File: config.mk
export PLATFORM = sky130hd
export DESIGN_NAME = url_path_percent_decoder_unit
export DESIGN_NICKNAME = d
export VERILOG_FILES = /design/src/design/uppd_pkg.sv /design/src/design/uppd_front.sv /design/src/design/uppd_queue.sv /design/src/design/uppd_back.sv /design/src/design/url_path_percent_decoder_unit.sv
export SDC_FILE = /design/constraint.sdc
export NUM_CORES = 1
export LEC_CHECK = 0
export BUFFER_PORTS_ARGS = -buffer_cell sky130_fd_sc_hd__buf_2
export CORE_ASPECT_RATIO = 0.5
export CORE_MARGIN = 4
export CORE_UTILIZATION = 39
export CTS_CLUSTER_DIAMETER = 80
export DETAILED_ROUTE_END_ITERATION = 16
export PLACE_DENSITY_LB_ADDON = 0.2
export SETUP_SLACK_MARGIN = 0.02
export SYNTH_ARGS = -nofsm -noshare
export SYNTH_HDL_FRONTEND = slang
export SYNTH_HIERARCHICAL = 1
export SYNTH_SLANG_ARGS = --single-unit
File: constraint.sdc
create_clock -name clock -period 4.66 [get_ports clock]
set_clock_uncertainty 0.1 [all_clocks]
set_input_delay 0.699 -clock clock [delete_from_list [all_inputs] [get_ports clock]]
set_output_delay 0.699 -clock clock [all_outputs]
set_load 0.05 [all_outputs]
File: src/design/uppd_pkg.sv
`default_nettype none
package uppd_pkg;

   localparam logic [7:0] CHAR_PERCENT   = 8'h25;
   localparam logic [7:0] CHAR_SLASH     = 8'h2f;
   localparam logic [7:0] CHAR_BACKSLASH = 8'h5c;

   // Number of results an encoded slash or backslash expands into.
   localparam int unsigned TRIPLE_LEN = 3;

   localparam int unsigned QUEUE_DEPTH_DEFAULT = 4;

   // One unit of work for the back end: either a single result or a
   // three-result pass-through of an encoded separator.
   typedef struct packed {
      logic       triple;
      logic [7:0] hex1;
      logic [7:0] data;
      logic       bad;
      logic       path_end;
   } cmd_type;

   function automatic logic hex_ok(input logic [7:0] c);
      hex_ok = ((c >= 8'h30) && (c <= 8'h39)) ||
               ((c >= 8'h61) && (c <= 8'h66)) ||
               ((c >= 8'h41) && (c <= 8'h46));
   endfunction

   function automatic logic [3:0] hex_val(input logic [7:0] c);
      logic [7:0] v;
      v = 8'h00;
      if ((c >= 8'h30) && (c <= 8'h39)) begin
         v = c - 8'h30;
      end else if ((c >= 8'h61) && (c <= 8'h66)) begin
         v = c - 8'h57;
      end else if ((c >= 8'h41) && (c <= 8'h46)) begin
         v = c - 8'h37;
      end
      hex_val = v[3:0];
   endfunction

endpackage
`default_nettype wire

File: src/design/uppd_front.sv
`default_nettype none
module uppd_front (
   input  wire logic             clock,
   input  wire logic             reset,
   input  wire logic             accept,
   input  wire logic [7:0]       in_byte,
   input  wire logic             path_last,
   output logic                  push,
   output uppd_pkg::cmd_type     push_cmd
);

   typedef enum logic [1:0] {
      PH_IDLE,
      PH_PCT,
      PH_HEX1,
      PH_DROP
   } phase_type;

   phase_type  phase_ff, phase_in;
   logic [7:0] first_hex_ff, first_hex_in;
   logic [7:0] decoded;

   assign decoded = {uppd_pkg::hex_val(first_hex_ff), uppd_pkg::hex_val(in_byte)};

   always_comb begin
      phase_in          = phase_ff;
      first_hex_in      = first_hex_ff;
      push              = 1'b0;
      push_cmd.triple   = 1'b0;
      push_cmd.hex1     = first_hex_ff;
      push_cmd.data     = 8'h00;
      push_cmd.bad      = 1'b1;
      push_cmd.path_end = 1'b1;
      if (accept) begin
         case (phase_ff)
            PH_IDLE: begin
               if (in_byte != uppd_pkg::CHAR_PERCENT) begin
                  push              = 1'b1;
                  push_cmd.data     = in_byte;
                  push_cmd.bad      = 1'b0;
                  push_cmd.path_end = path_last;
               end else if (path_last) begin
                  push = 1'b1;
               end else begin
                  phase_in = PH_PCT;
               end
            end
            PH_PCT: begin
               if (!uppd_pkg::hex_ok(in_byte) || path_last) begin
                  push     = 1'b1;
                  phase_in = path_last ? PH_IDLE : PH_DROP;
               end else begin
                  first_hex_in = in_byte;
                  phase_in     = PH_HEX1;
               end
            end
            PH_HEX1: begin
               push = 1'b1;
               if (!uppd_pkg::hex_ok(in_byte)) begin
                  phase_in = path_last ? PH_IDLE : PH_DROP;
               end else begin
                  phase_in          = PH_IDLE;
                  push_cmd.bad      = 1'b0;
                  push_cmd.path_end = path_last;
                  // Encoded separators are kept as their original three characters.
                  if ((decoded == uppd_pkg::CHAR_SLASH) ||
                      (decoded == uppd_pkg::CHAR_BACKSLASH)) begin
                     push_cmd.triple = 1'b1;
                     push_cmd.data   = in_byte;
                  end else begin
                     push_cmd.data = decoded;
                  end
               end
            end
            default: begin
               if (path_last) begin
                  phase_in = PH_IDLE;
               end
            end
         endcase
      end
   end

   always_ff @(posedge clock) begin
      if (reset) begin
         phase_ff     <= PH_IDLE;
         first_hex_ff <= 8'h00;
      end else begin
         phase_ff     <= phase_in;
         first_hex_ff <= first_hex_in;
      end
   end

endmodule
`default_nettype wire

File: src/design/uppd_queue.sv
`default_nettype none
module uppd_queue #(
   parameter int unsigned DEPTH = uppd_pkg::QUEUE_DEPTH_DEFAULT
) (
   input  wire logic              clock,
   input  wire logic              reset,
   input  wire logic              push,
   input  wire uppd_pkg::cmd_type push_cmd,
   input  wire logic              pop,
   output logic                   full,
   output logic                   not_empty,
   output uppd_pkg::cmd_type      head_cmd
);

   localparam int unsigned PTR_W = (DEPTH > 1) ? $clog2(DEPTH) : 1;
   localparam int unsigned CNT_W = $clog2(DEPTH + 1);

   uppd_pkg::cmd_type slot_ff [DEPTH];
   logic [PTR_W-1:0]  wr_ptr_ff, wr_ptr_in;
   logic [PTR_W-1:0]  rd_ptr_ff, rd_ptr_in;
   logic [CNT_W-1:0]  count_ff, count_in;
   logic              do_push, do_pop;

   assign full      = (count_ff == CNT_W'(DEPTH));
   assign not_empty = (count_ff != '0);
   assign do_push   = push && !full;
   assign do_pop    = pop && not_empty;
   assign head_cmd  = slot_ff[rd_ptr_ff];

   always_comb begin
      wr_ptr_in = wr_ptr_ff;
      rd_ptr_in = rd_ptr_ff;
      count_in  = count_ff;
      if (do_push) begin
         wr_ptr_in = (wr_ptr_ff == PTR_W'(DEPTH - 1)) ? '0 : wr_ptr_ff + 1'b1;
      end
      if (do_pop) begin
         rd_ptr_in = (rd_ptr_ff == PTR_W'(DEPTH - 1)) ? '0 : rd_ptr_ff + 1'b1;
      end
      if (do_push && !do_pop) begin
         count_in = count_ff + 1'b1;
      end else if (do_pop && !do_push) begin
         count_in = count_ff - 1'b1;
      end
   end

   always_ff @(posedge clock) begin
      if (reset) begin
         wr_ptr_ff <= '0;
         rd_ptr_ff <= '0;
         count_ff  <= '0;
      end else begin
         wr_ptr_ff <= wr_ptr_in;
         rd_ptr_ff <= rd_ptr_in;
         count_ff  <= count_in;
      end
   end

   always_ff @(posedge clock) begin
      if (do_push) begin
         slot_ff[wr_ptr_ff] <= push_cmd;
      end
   end

endmodule
`default_nettype wire

File: src/design/uppd_back.sv
`default_nettype none
module uppd_back (
   input  wire logic              clock,
   input  wire logic              reset,
   input  wire logic              cmd_valid,
   input  wire uppd_pkg::cmd_type cmd,
   output logic                   cmd_pop,
   output logic                   out_valid,
   input  wire logic              out_ready,
   output logic [7:0]             out_byte,
   output logic                   bad_encoding,
   output logic                   path_end,
   output logic                   run_last
);

   localparam int unsigned IDX_W = $clog2(uppd_pkg::TRIPLE_LEN);

   logic             valid_ff, valid_in;
   logic [IDX_W-1:0] idx_ff, idx_in;
   logic [7:0]       byte_ff, byte_in;
   logic             bad_ff, bad_in;
   logic             end_ff, end_in;
   logic             last_ff, last_in;
   logic             load;

   // The output register takes a new beat whenever it is empty or being drained.
   assign load = cmd_valid && (!valid_ff || out_ready);

   always_comb begin
      valid_in = valid_ff;
      idx_in   = idx_ff;
      byte_in  = byte_ff;
      bad_in   = bad_ff;
      end_in   = end_ff;
      last_in  = last_ff;
      cmd_pop  = 1'b0;
      if (load) begin
         valid_in = 1'b1;
         bad_in   = cmd.bad;
         if (!cmd.triple) begin
            byte_in = cmd.data;
            end_in  = cmd.path_end;
            last_in = 1'b1;
            cmd_pop = 1'b1;
         end else if (idx_ff == IDX_W'(uppd_pkg::TRIPLE_LEN - 1)) begin
            byte_in = cmd.data;
            end_in  = cmd.path_end;
            last_in = 1'b1;
            cmd_pop = 1'b1;
            idx_in  = '0;
         end else begin
            byte_in = (idx_ff == '0) ? uppd_pkg::CHAR_PERCENT : cmd.hex1;
            end_in  = 1'b0;
            last_in = 1'b0;
            idx_in  = idx_ff + 1'b1;
         end
      end else if (out_ready) begin
         valid_in = 1'b0;
      end
   end

   always_ff @(posedge clock) begin
      if (reset) begin
         valid_ff <= 1'b0;
         idx_ff   <= '0;
      end else begin
         valid_ff <= valid_in;
         idx_ff   <= idx_in;
      end
   end

   always_ff @(posedge clock) begin
      byte_ff <= byte_in;
      bad_ff  <= bad_in;
      end_ff  <= end_in;
      last_ff <= last_in;
   end

   assign out_valid    = valid_ff;
   assign out_byte     = byte_ff;
   assign bad_encoding = bad_ff;
   assign path_end     = end_ff;
   assign run_last     = last_ff;

endmodule
`default_nettype wire

File: src/design/url_path_percent_decoder_unit.sv
// URL path percent decoder.
// Input stream req_*: one path byte per beat in req_tdata, req_tlast on the
// path's final byte. Output stream rsp_*: one result byte per beat in
// rsp_tdata, rsp_tlast when the beat closes the path, rsp_tuser[0] flags a
// malformed escape (data zero) and rsp_tuser[1] marks the last beat caused
// by one input byte.
// A byte accepted on req_* is written into the command queue and from there
// into the output register before its first result shows on rsp_*.
// The front end classifies one byte per cycle while req_tready is high; the
// back end emits one beat per cycle while rsp_tready is high, so throughput is
// one byte per cycle, except that an encoded slash or backslash yields three beats.
// The command queue of QUEUE_DEPTH entries absorbs this; req_tready falls
// only while it is full.
// A stalled receiver leaves the output register holding its beat; the
// queue keeps filling until full, then req_tready drops.
// Reset clears the queue, the output register and the escape state; the
// block is ready for input as soon as reset is released.
`default_nettype none
module url_path_percent_decoder_unit #(
   parameter int unsigned QUEUE_DEPTH = uppd_pkg::QUEUE_DEPTH_DEFAULT
) (
   input  wire logic       clock,
   input  wire logic       reset,
   input  wire logic       req_tvalid,
   output logic            req_tready,
   input  wire logic [7:0] req_tdata,   // [7:0] in_byte
   input  wire logic       req_tlast,
   output logic            rsp_tvalid,
   input  wire logic       rsp_tready,
   output logic [7:0]      rsp_tdata,   // [7:0] out_byte
   output logic [1:0]      rsp_tuser,   // [0] bad_encoding, [1] run_last
   output logic            rsp_tlast
);

   logic              accept;
   logic              push;
   uppd_pkg::cmd_type push_cmd;
   logic              q_full;
   logic              q_not_empty;
   uppd_pkg::cmd_type head_cmd;
   logic              pop;

   assign req_tready = !q_full;
   assign accept     = req_tvalid && req_tready;

   uppd_front u_front (
      .clock     (clock),
      .reset     (reset),
      .accept    (accept),
      .in_byte   (req_tdata),
      .path_last (req_tlast),
      .push      (push),
      .push_cmd  (push_cmd)
   );

   uppd_queue #(
      .DEPTH (QUEUE_DEPTH)
   ) u_queue (
      .clock     (clock),
      .reset     (reset),
      .push      (push),
      .push_cmd  (push_cmd),
      .pop       (pop),
      .full      (q_full),
      .not_empty (q_not_empty),
      .head_cmd  (head_cmd)
   );

   uppd_back u_back (
      .clock        (clock),
      .reset        (reset),
      .cmd_valid    (q_not_empty),
      .cmd          (head_cmd),
      .cmd_pop      (pop),
      .out_valid    (rsp_tvalid),
      .out_ready    (rsp_tready),
      .out_byte     (rsp_tdata),
      .bad_encoding (rsp_tuser[0]),
      .path_end     (rsp_tlast),
      .run_last     (rsp_tuser[1])
   );

   // An error beat is always a lone, path-closing beat carrying zero.
   assert property (@(posedge clock) disable iff (reset)
      rsp_tvalid && rsp_tuser[0] |-> rsp_tlast && rsp_tuser[1] && (rsp_tdata == 8'h00))
      else $error("error beat malformed");

   // A path never closes in the middle of one input byte's results.
   assert property (@(posedge clock) disable iff (reset)
      rsp_tvalid && rsp_tlast |-> rsp_tuser[1])
      else $error("path end before run end");

   // The queue is never pushed while full, so no command is lost.
   assert property (@(posedge clock) disable iff (reset)
      push |-> !q_full)
      else $error("push into full queue");

endmodule
`default_nettype wire

==> results of run 1 <==
[cells by family (layout without fill, tap and decap cells)]
logic type,Yosys count,after routing,synth area share
AO/OA/AOI/OAI,64,64,0.0967
XOR/XNOR,2,2,0.00352
adder cells (fa/ha/maj),14,14,0.0367
buffers and inverters,29,66,0.0307
flip-flops,109,109,0.614
multiplexers,29,29,0.106
AND/OR/NAND/NOR,98,98,0.112
[area by class of cell]
cell class                 instances  area [um2]
timing repair buffer              34         193
clock buffer                       9         225
sequential                       109        3050
inverter                          16        81.3
tap                              165         206
clock inverter                     7        63.8
multi-input combinational        207        1770
fill                            1089        6530
[power groups by stage]
stage               Combinational [W]  Sequential (W)  Clock, W
floorplan                    0.000513         0.00155         0
CTS                          0.000928         0.00134  0.000755
detailed placement           0.000927         0.00137         0
finish                       0.000916         0.00134  0.000734
global route                 0.000987         0.00136  0.000795
global placement             0.000908         0.00135         0
[registers in the layout, summed over array words and instances (netlist names), named ones only]
signal and cells:
u_back/out_valid 1, u_front/first_hex_ff 8, u_front/phase_ff 2, u_back/path_end 1, u_back/bad_encoding 1, u_queue/count_ff 3
u_queue/slot_ff 76, u_queue/rd_ptr_ff 2, u_back/run_last 1, u_back/idx_ff 2, u_queue/wr_ptr_ff 2, u_back/out_byte 8
[worst paths after layout]
| kind | startpoint | to | cells after the start |
|---|---|---|---|
| worst max-delay path | req_tdata[0] | u_queue/count_ff[2] | 16 |
| worst min-delay path | u_queue/rd_ptr_ff[0] | u_queue/rd_ptr_ff[0] | 2 |
| worst max register to register | u_queue/count_ff[0] | u_queue/count_ff[2] | 14 |
| worst min register to register | u_queue/rd_ptr_ff[0] | u_queue/rd_ptr_ff[0] | 2 |
[layout by cell type, fill, tap and decap left out, types with 2 or more instances in the layout]
cell type  Yosys  final
edfxtp_1      87     87
nor2_1        26     26
buf_2          2     25
dfxtp_1       22     22
mux4_2        19     19
a21oi_1       15     15
ha_1          13     13
inv_1         12     12
mux2i_1       10     10
clkbuf_16      0      9
nand2_1        9      9
o21ai_0        9      9
nand3_1        9      9
buf_4          1      9
nor3_1         8      8
a22o_1         7      7
and3_1         6      6
nor2b_1        5      5
and2_1         4      4
nand4_1        4      4
or3_1          4      4
nand2b_1       4      4
a211oi_1       4      4
clkinv_1       0      3
o22a_2         3      3
nor3b_1        3      3
a2bb2oi_1      3      3
a21o_1         3      3
o31ai_2        3      3
clkinv_4       1      2
o31ai_1        2      2
nand4bb_1      2      2
o21bai_1       2      2
xor2_1         2      2
[cell usage after synthesis (2+ instances only)]
| cell | number | area [um2] |
|---|---|---|
| o31ai_1 | 2 | 15.0 |
| nor2_1 | 26 | 97.6 |
| a2bb2oi_1 | 3 | 26.3 |
| o31ai_2 | 3 | 37.5 |
| and3_1 | 6 | 37.5 |
| xor2_1 | 2 | 17.5 |
| nor3_1 | 8 | 40.0 |
| o21bai_1 | 2 | 15.0 |
| a21oi_1 | 15 | 75.1 |
| a22o_1 | 7 | 61.3 |
| a211oi_1 | 4 | 30.0 |
| nand4bb_1 | 2 | 22.5 |
| ha_1 | 13 | 163 |
| nand2b_1 | 4 | 25.0 |
| nand3_1 | 9 | 45.0 |
| mux2i_1 | 10 | 100 |
| nand4_1 | 4 | 25.0 |
| buf_6 | 2 | 22.5 |
| nand2_1 | 9 | 33.8 |
| edfxtp_1 | 87 | 2610 |
| or3_1 | 4 | 25.0 |
| nor2b_1 | 5 | 31.3 |
| dfxtp_1 | 22 | 440 |
| inv_1 | 12 | 45.0 |
| nor4b_1 | 2 | 17.5 |
| buf_2 | 2 | 10.0 |
| o21ai_0 | 9 | 45.0 |
| o22a_2 | 3 | 30.0 |
| and2_1 | 4 | 25.0 |
| a21o_1 | 3 | 22.5 |
| clkbuf_1 | 6 | 22.5 |
| mux4_2 | 19 | 428 |
| nor3b_1 | 3 | 22.5 |
[through the flow]
| stage | hold WS (ps) | utilization | instance area (um2) | setup slack (ps) | power (W) |
|---|---|---|---|---|---|
| floorplan | 363 | - | 4970 | 262 | 0.00206 |
| global placement | 374 | 0.438 | 5310 | 248 | 0.00226 |
| detailed placement | 397 | 0.438 | 5310 | 53.8 | 0.00229 |
| CTS | 413 | 0.461 | 5590 | 408 | 0.00303 |
| global route | 422 | 0.461 | 5590 | 164 | 0.00314 |
| finish | 411 | 0.461 | 5590 | 342 | 0.00299 |
[layer usage]
metal  vias to the layer above  share of wire  routed length [um]
li1                       1414              -                   -
met1                      1515           0.48                4930
met2                        80           0.45                4640
met3                         6          0.068                 711
met4                         0         0.0093                  97
met5                         -              0                   0
[worst max-delay path, stage by stage]
cell and delay (ps):
buf_2 160, inv_1 150, ha_1 230, or3b_2 470, and2_1 220, a21o_1 240, a21o_1 200, a221oi_1 440
bufinv_8 270, nor2_2 140, ha_1 200, inv_1 60, fa_1 370, xor2_1 170, or3_1 300, a21oi_1 150
==> key figures, run 1 <==
GRT
  • Gr ovfl total: 0
  • Vias in the first global route: 3024
  • Met3 Use GR: 0.0343
  • Layer with the highest usage: met2
  • Initial antenna violation count: 0
  • Global routing usage on met1: 0.204
  • Largest net degree at the start of global routing: 24
  • Gr usage total: 0.148
  • First-pass GRT wire length: 16500 um
  • Met2 Usage GRT: 0.242

Route
  • Routed WL per cell: 19.0 um
  • Via count: 3015
  • Final wirelength: 10400 um
  • Drt drc: 0
  • DR iter-0 viols: between 200 and 250
  • First-pass DRT Iterations: 4
  • Detail-routed via count per cell: roughly 5.5
  • Antenna Nets Post-Route: 0

Clock network
  • CTS clk-pin slew, worst paths: about 70 ps
  • Num CTS Buffers: 9
  • Post_cts resized: 0
  • Worst-skew pair later-pin latency: 340 ps
  • CTS tree: built
  • Post-CTS Hold Fix Bufs: 0
  • H-tree Lvls: 3
  • Root Driver: clkbuf_16
  • Post CTS Setup Buffer Count: 0
  • Clock Path Buffers: 2
  • CTS Sinks: about 110

STA
  • Setup TNS: 0 ps
  • Final-report max-slew violation count: 0
  • RSZ-0062 raised after global routing: no
  • Measured slew at the worst slew-check pin: 874 ps
  • Setup violators final: 0
  • Fmax: 0.232 GHz
  • Fin crit share: 0.927
  • Slew HR: 0.411
  • Hold Violations, Final: 0
  • Crit path time final: 4320 ps

Finish
  • Finished Layout Cells: 547
  • Area delta synth->final: 12.5%
  • Final Net Count: 404
  • Share of cells above drive strength 1: 0.223
  • Antenna fix cells: 0

Synth
  • Synth Area per Inst: 14.4 um2
  • FFs w/ async S/R, synth: 0
  • EDFF count, synth: 87
  • Mapped Nets: 372
  • Yosys reg bits: ~110
  • Cells after Synth: 345
  • Mapped cell area: 4970 um2
  • Post-synthesis sequential area ratio: 0.614
  • Prevailing post-synth register cell: edfxtp_1
  • YS warnings: 6
  • Synth unique cells: 66

Power and ir drop
  • Switch share: 0.323
  • Power Internal: 0.00203 W
  • Comb pwr share: 0.306
  • PwrDens: 535 nW/um2
  • Pleak: between 1.5 and 2 nW
  • Clock Power Share: 0.245
  • Peak supply drop: 0.000263 V
  • Flop pwr share: 0.449
  • Sw power: just under 0.001 W

Worst setup path
  • Reg-to-reg slack, setup: 1040 ps
  • CP Class: in -> reg
  • Worst-path maximum fanout: 10
  • Critical Path AT: 4490 ps
  • CP required: 4830 ps
  • Critical path capture point type: register
  • CP startpoint kind: primary input

Worst hold path
  • Hold WC Path Type: reg -> reg

Placed design
  • Port-buffer cells: 25
  • Placed Instances: about 530
  • RePlAce Congestion: 0.918
  • Dpl hpwl: ~7100 um

Floorplanning
  • Num rows: 28
  • Total core area: 12100 um2
  • Die width: 168 um
  • Die Ht: between 80 and 90 um
  • I/O Pins: 26
  • Initial Util: 0.410
  • Die area: between 10000 and 15000 um2

Flow run
  • Max Cap Viol: 0

Status
  • Run status: finished, final reports clean
No activity file was read; power rests on OpenSTA's default activity.
==> inputs of run 2 (changes only) <==
==> constraint.sdc (replaced) <==
create_clock -name clock -period 4.8 [get_ports clock]
set_clock_uncertainty 0.1 [all_clocks]
set_input_delay 0.72 -clock clock [delete_from_list [all_inputs] [get_ports clock]]
set_output_delay 0.72 -clock clock [all_outputs]
set_load 0.05 [all_outputs]
==> key figures, run 2 (synthesis results as in run 1) <==
Worst setup path
  • CP Class: in -> reg
  • Crit-path max cell delay: about 460 ps
  • CP max stage cell: or3b_2
  • Critical path capture point type: register
  • CP required: ~5000 ps
  • CP startpoint kind: primary input
  • Kind of cell adding the most delay to the critical path: simple AND/OR/NAND/NOR gates
  • Worst-path maximum fanout: 10
  • CP bufs+invs: 4
  • Critical Path AT: 4430 ps
  • Critical-path cell list: buf_2 -> inv_1 -> ha_1 -> or3b_2 -> and2_1 -> a21o_1 -> a21o_1 -> a221oi_1 -> bufinv_8 -> nor2_2 -> ha_1 -> inv_1 -> fa_1 -> xor2_1 -> or3_1 -> a21oi_1

STA
  • Final-report max-slew violation count: 0
  • RSZ-0062 raised after global routing: no
  • Hold Violations, Final: 0
  • PnR worst setup slack: 558 ps
  • Fin crit share: 0.884
  • Setup TNS: 0 ps
  • Measured slew at the worst slew-check pin: 852 ps
  • Slew HR: 0.426
  • Setup violators final: 0
  • Crit path time final: roughly 4200 ps
  • Fmax: 0.236 GHz

Clock network
  • Clock Path Buffers: 2
  • Num CTS Buffers: 9
  • CTS tree: built
  • Post_cts resized: 0
  • CTS Sinks: 109
  • CTS clk-pin slew, worst paths: 80 ps
  • Post-CTS Hold Fix Bufs: 0
  • Post CTS Setup Buffer Count: 0
  • H-tree Lvls: 3
  • Root Driver: clkbuf_16
  • Worst-skew pair later-pin latency: 350 ps

GRT
  • Layer with the highest usage: met2
  • Initial antenna violation count: 0
  • Largest net degree at the start of global routing: 24
  • Vias in the first global route: 3109
  • Met2 Usage GRT: 0.250
  • Met3 Use GR: 0.0406
  • Global routing usage on met1: 0.211
  • First-pass GRT wire length: 17000 um
  • Gr ovfl total: 0
  • Gr usage total: 0.154

Finish
  • Share of cells above drive strength 1: 0.230
  • Number of flip-flops in the largest register: 76
  • Biggest register: u_queue/slot_ff
  • Final Net Count: ~400
  • Area delta synth->final: 13.1%
  • Most frequent cells in the layout: edfxtp_1, nor2_1, buf_2
  • Most common cell after layout, fill and taps aside: edfxtp_1
  • Antenna fix cells: 0

Placed design
  • RePlAce Congestion: roughly 0.9
  • Port-buffer cells: 25
  • Pre-CTS setup slack: 191 ps
  • Dpl hpwl: between 7000 and 8000 um

Floorplanning
  • Die width: 168 um
  • I/O Pins: 26
  • Die area: between 10000 and 15000 um2
  • Initial Util: 0.410
  • Num rows: 28
  • Total core area: 12100 um2
  • Die Ht: roughly 88 um

Power and ir drop
  • Flop pwr share: 0.440
  • Pleak: between 1.5 and 2 nW
  • Peak supply drop: 0.000255 V
  • PwrDens: roughly 530 nW/um2
  • Power Internal: 0.00198 W
  • Switch share: 0.332
  • Comb pwr share: 0.299
  • Sw power: 0.000985 W
  • Clock Power Share: 0.261

Route
  • Via count: 3064
  • Detail-routed via count per cell: 5.60
  • Routed WL per cell: 19.6 um
  • Antenna Nets Post-Route: 0
  • Drt drc: 0
  • Final wirelength: 10700 um
  • DR iter-0 viols: between 200 and 250
  • First-pass DRT Iterations: 5

Worst hold path
  • Hold WC Path Type: reg -> reg

Status
  • Run status: finished, final reports clean

Flow run
  • Max Cap Viol: 0
==> run 2: worst paths after layout <==
path	from	endpoint	slack, ps	cells past startpoint
min	u_queue/rd_ptr_ff[0]	register	410	2
min reg2reg	u_queue/rd_ptr_ff[0]	register	410	2
max reg2reg	u_queue/count_ff[0]	u_queue/count_ff[2]	1180	14
max	req_tdata[0]	u_queue/count_ff[2]	560	16
==> run 2: per-stage QoR <==
step                      utilization  hold slack [ps]  std cells  total power, W  cell area [um2]
after floorplan                     -              363        345         0.00200             4970
after global placement          0.438              371        531         0.00220             5310
after detailed placement        0.438              400        531         0.00223             5310
after CTS                       0.464              414        547         0.00300             5620
after global routing            0.464              464        547         0.00311             5620
final                           0.464              408        547         0.00297             5620
==> run 2: worst register-to-register path: stages, from the launching register on <==
cell and delay, ps:
dfxtp_1 460, or3b_1 340, clkinv_4 110, nor2b_1 170, buf_4 200, inv_1 110
a221oi_1 360, bufinv_8 260, nor2_2 160, ha_1 210, inv_1 60, fa_1 370
xor2_1 170, or3_1 300, a21oi_1 140
==> run 2: area by class of cell <==
class / instances / area, um2
fill: 1090 / 6500
inverter: 16 / 81.3
timing repair buffer: 34 / 193
tap: 165 / 206
sequential: 109 / 3050
multi-input combinational: 207 / 1770
clock buffer: 9 / 225
clock inverter: 7 / 92.6
==> run 2: metal layers <==
| metal | share of wire | wire length, um | up-vias |
|---|---|---|---|
| met5 | 0 | 0 | - |
| met4 | 0.0073 | 78 | 0 |
| met3 | 0.063 | 680 | 7 |
| met2 | 0.46 | 4910 | 104 |
| met1 | 0.47 | 5060 | 1544 |
| li1 | - | - | 1409 |
==> run 2: power by group through the flow <==
stage                     clock network (W)  registers [W]  logic [W]
final                              0.000773        0.00131   0.000888
after CTS                          0.000788        0.00131   0.000903
after floorplan                           0        0.00150   0.000498
after global placement                    0        0.00131   0.000881
after global routing               0.000828        0.00132   0.000962
after detailed placement                  0        0.00133   0.000900
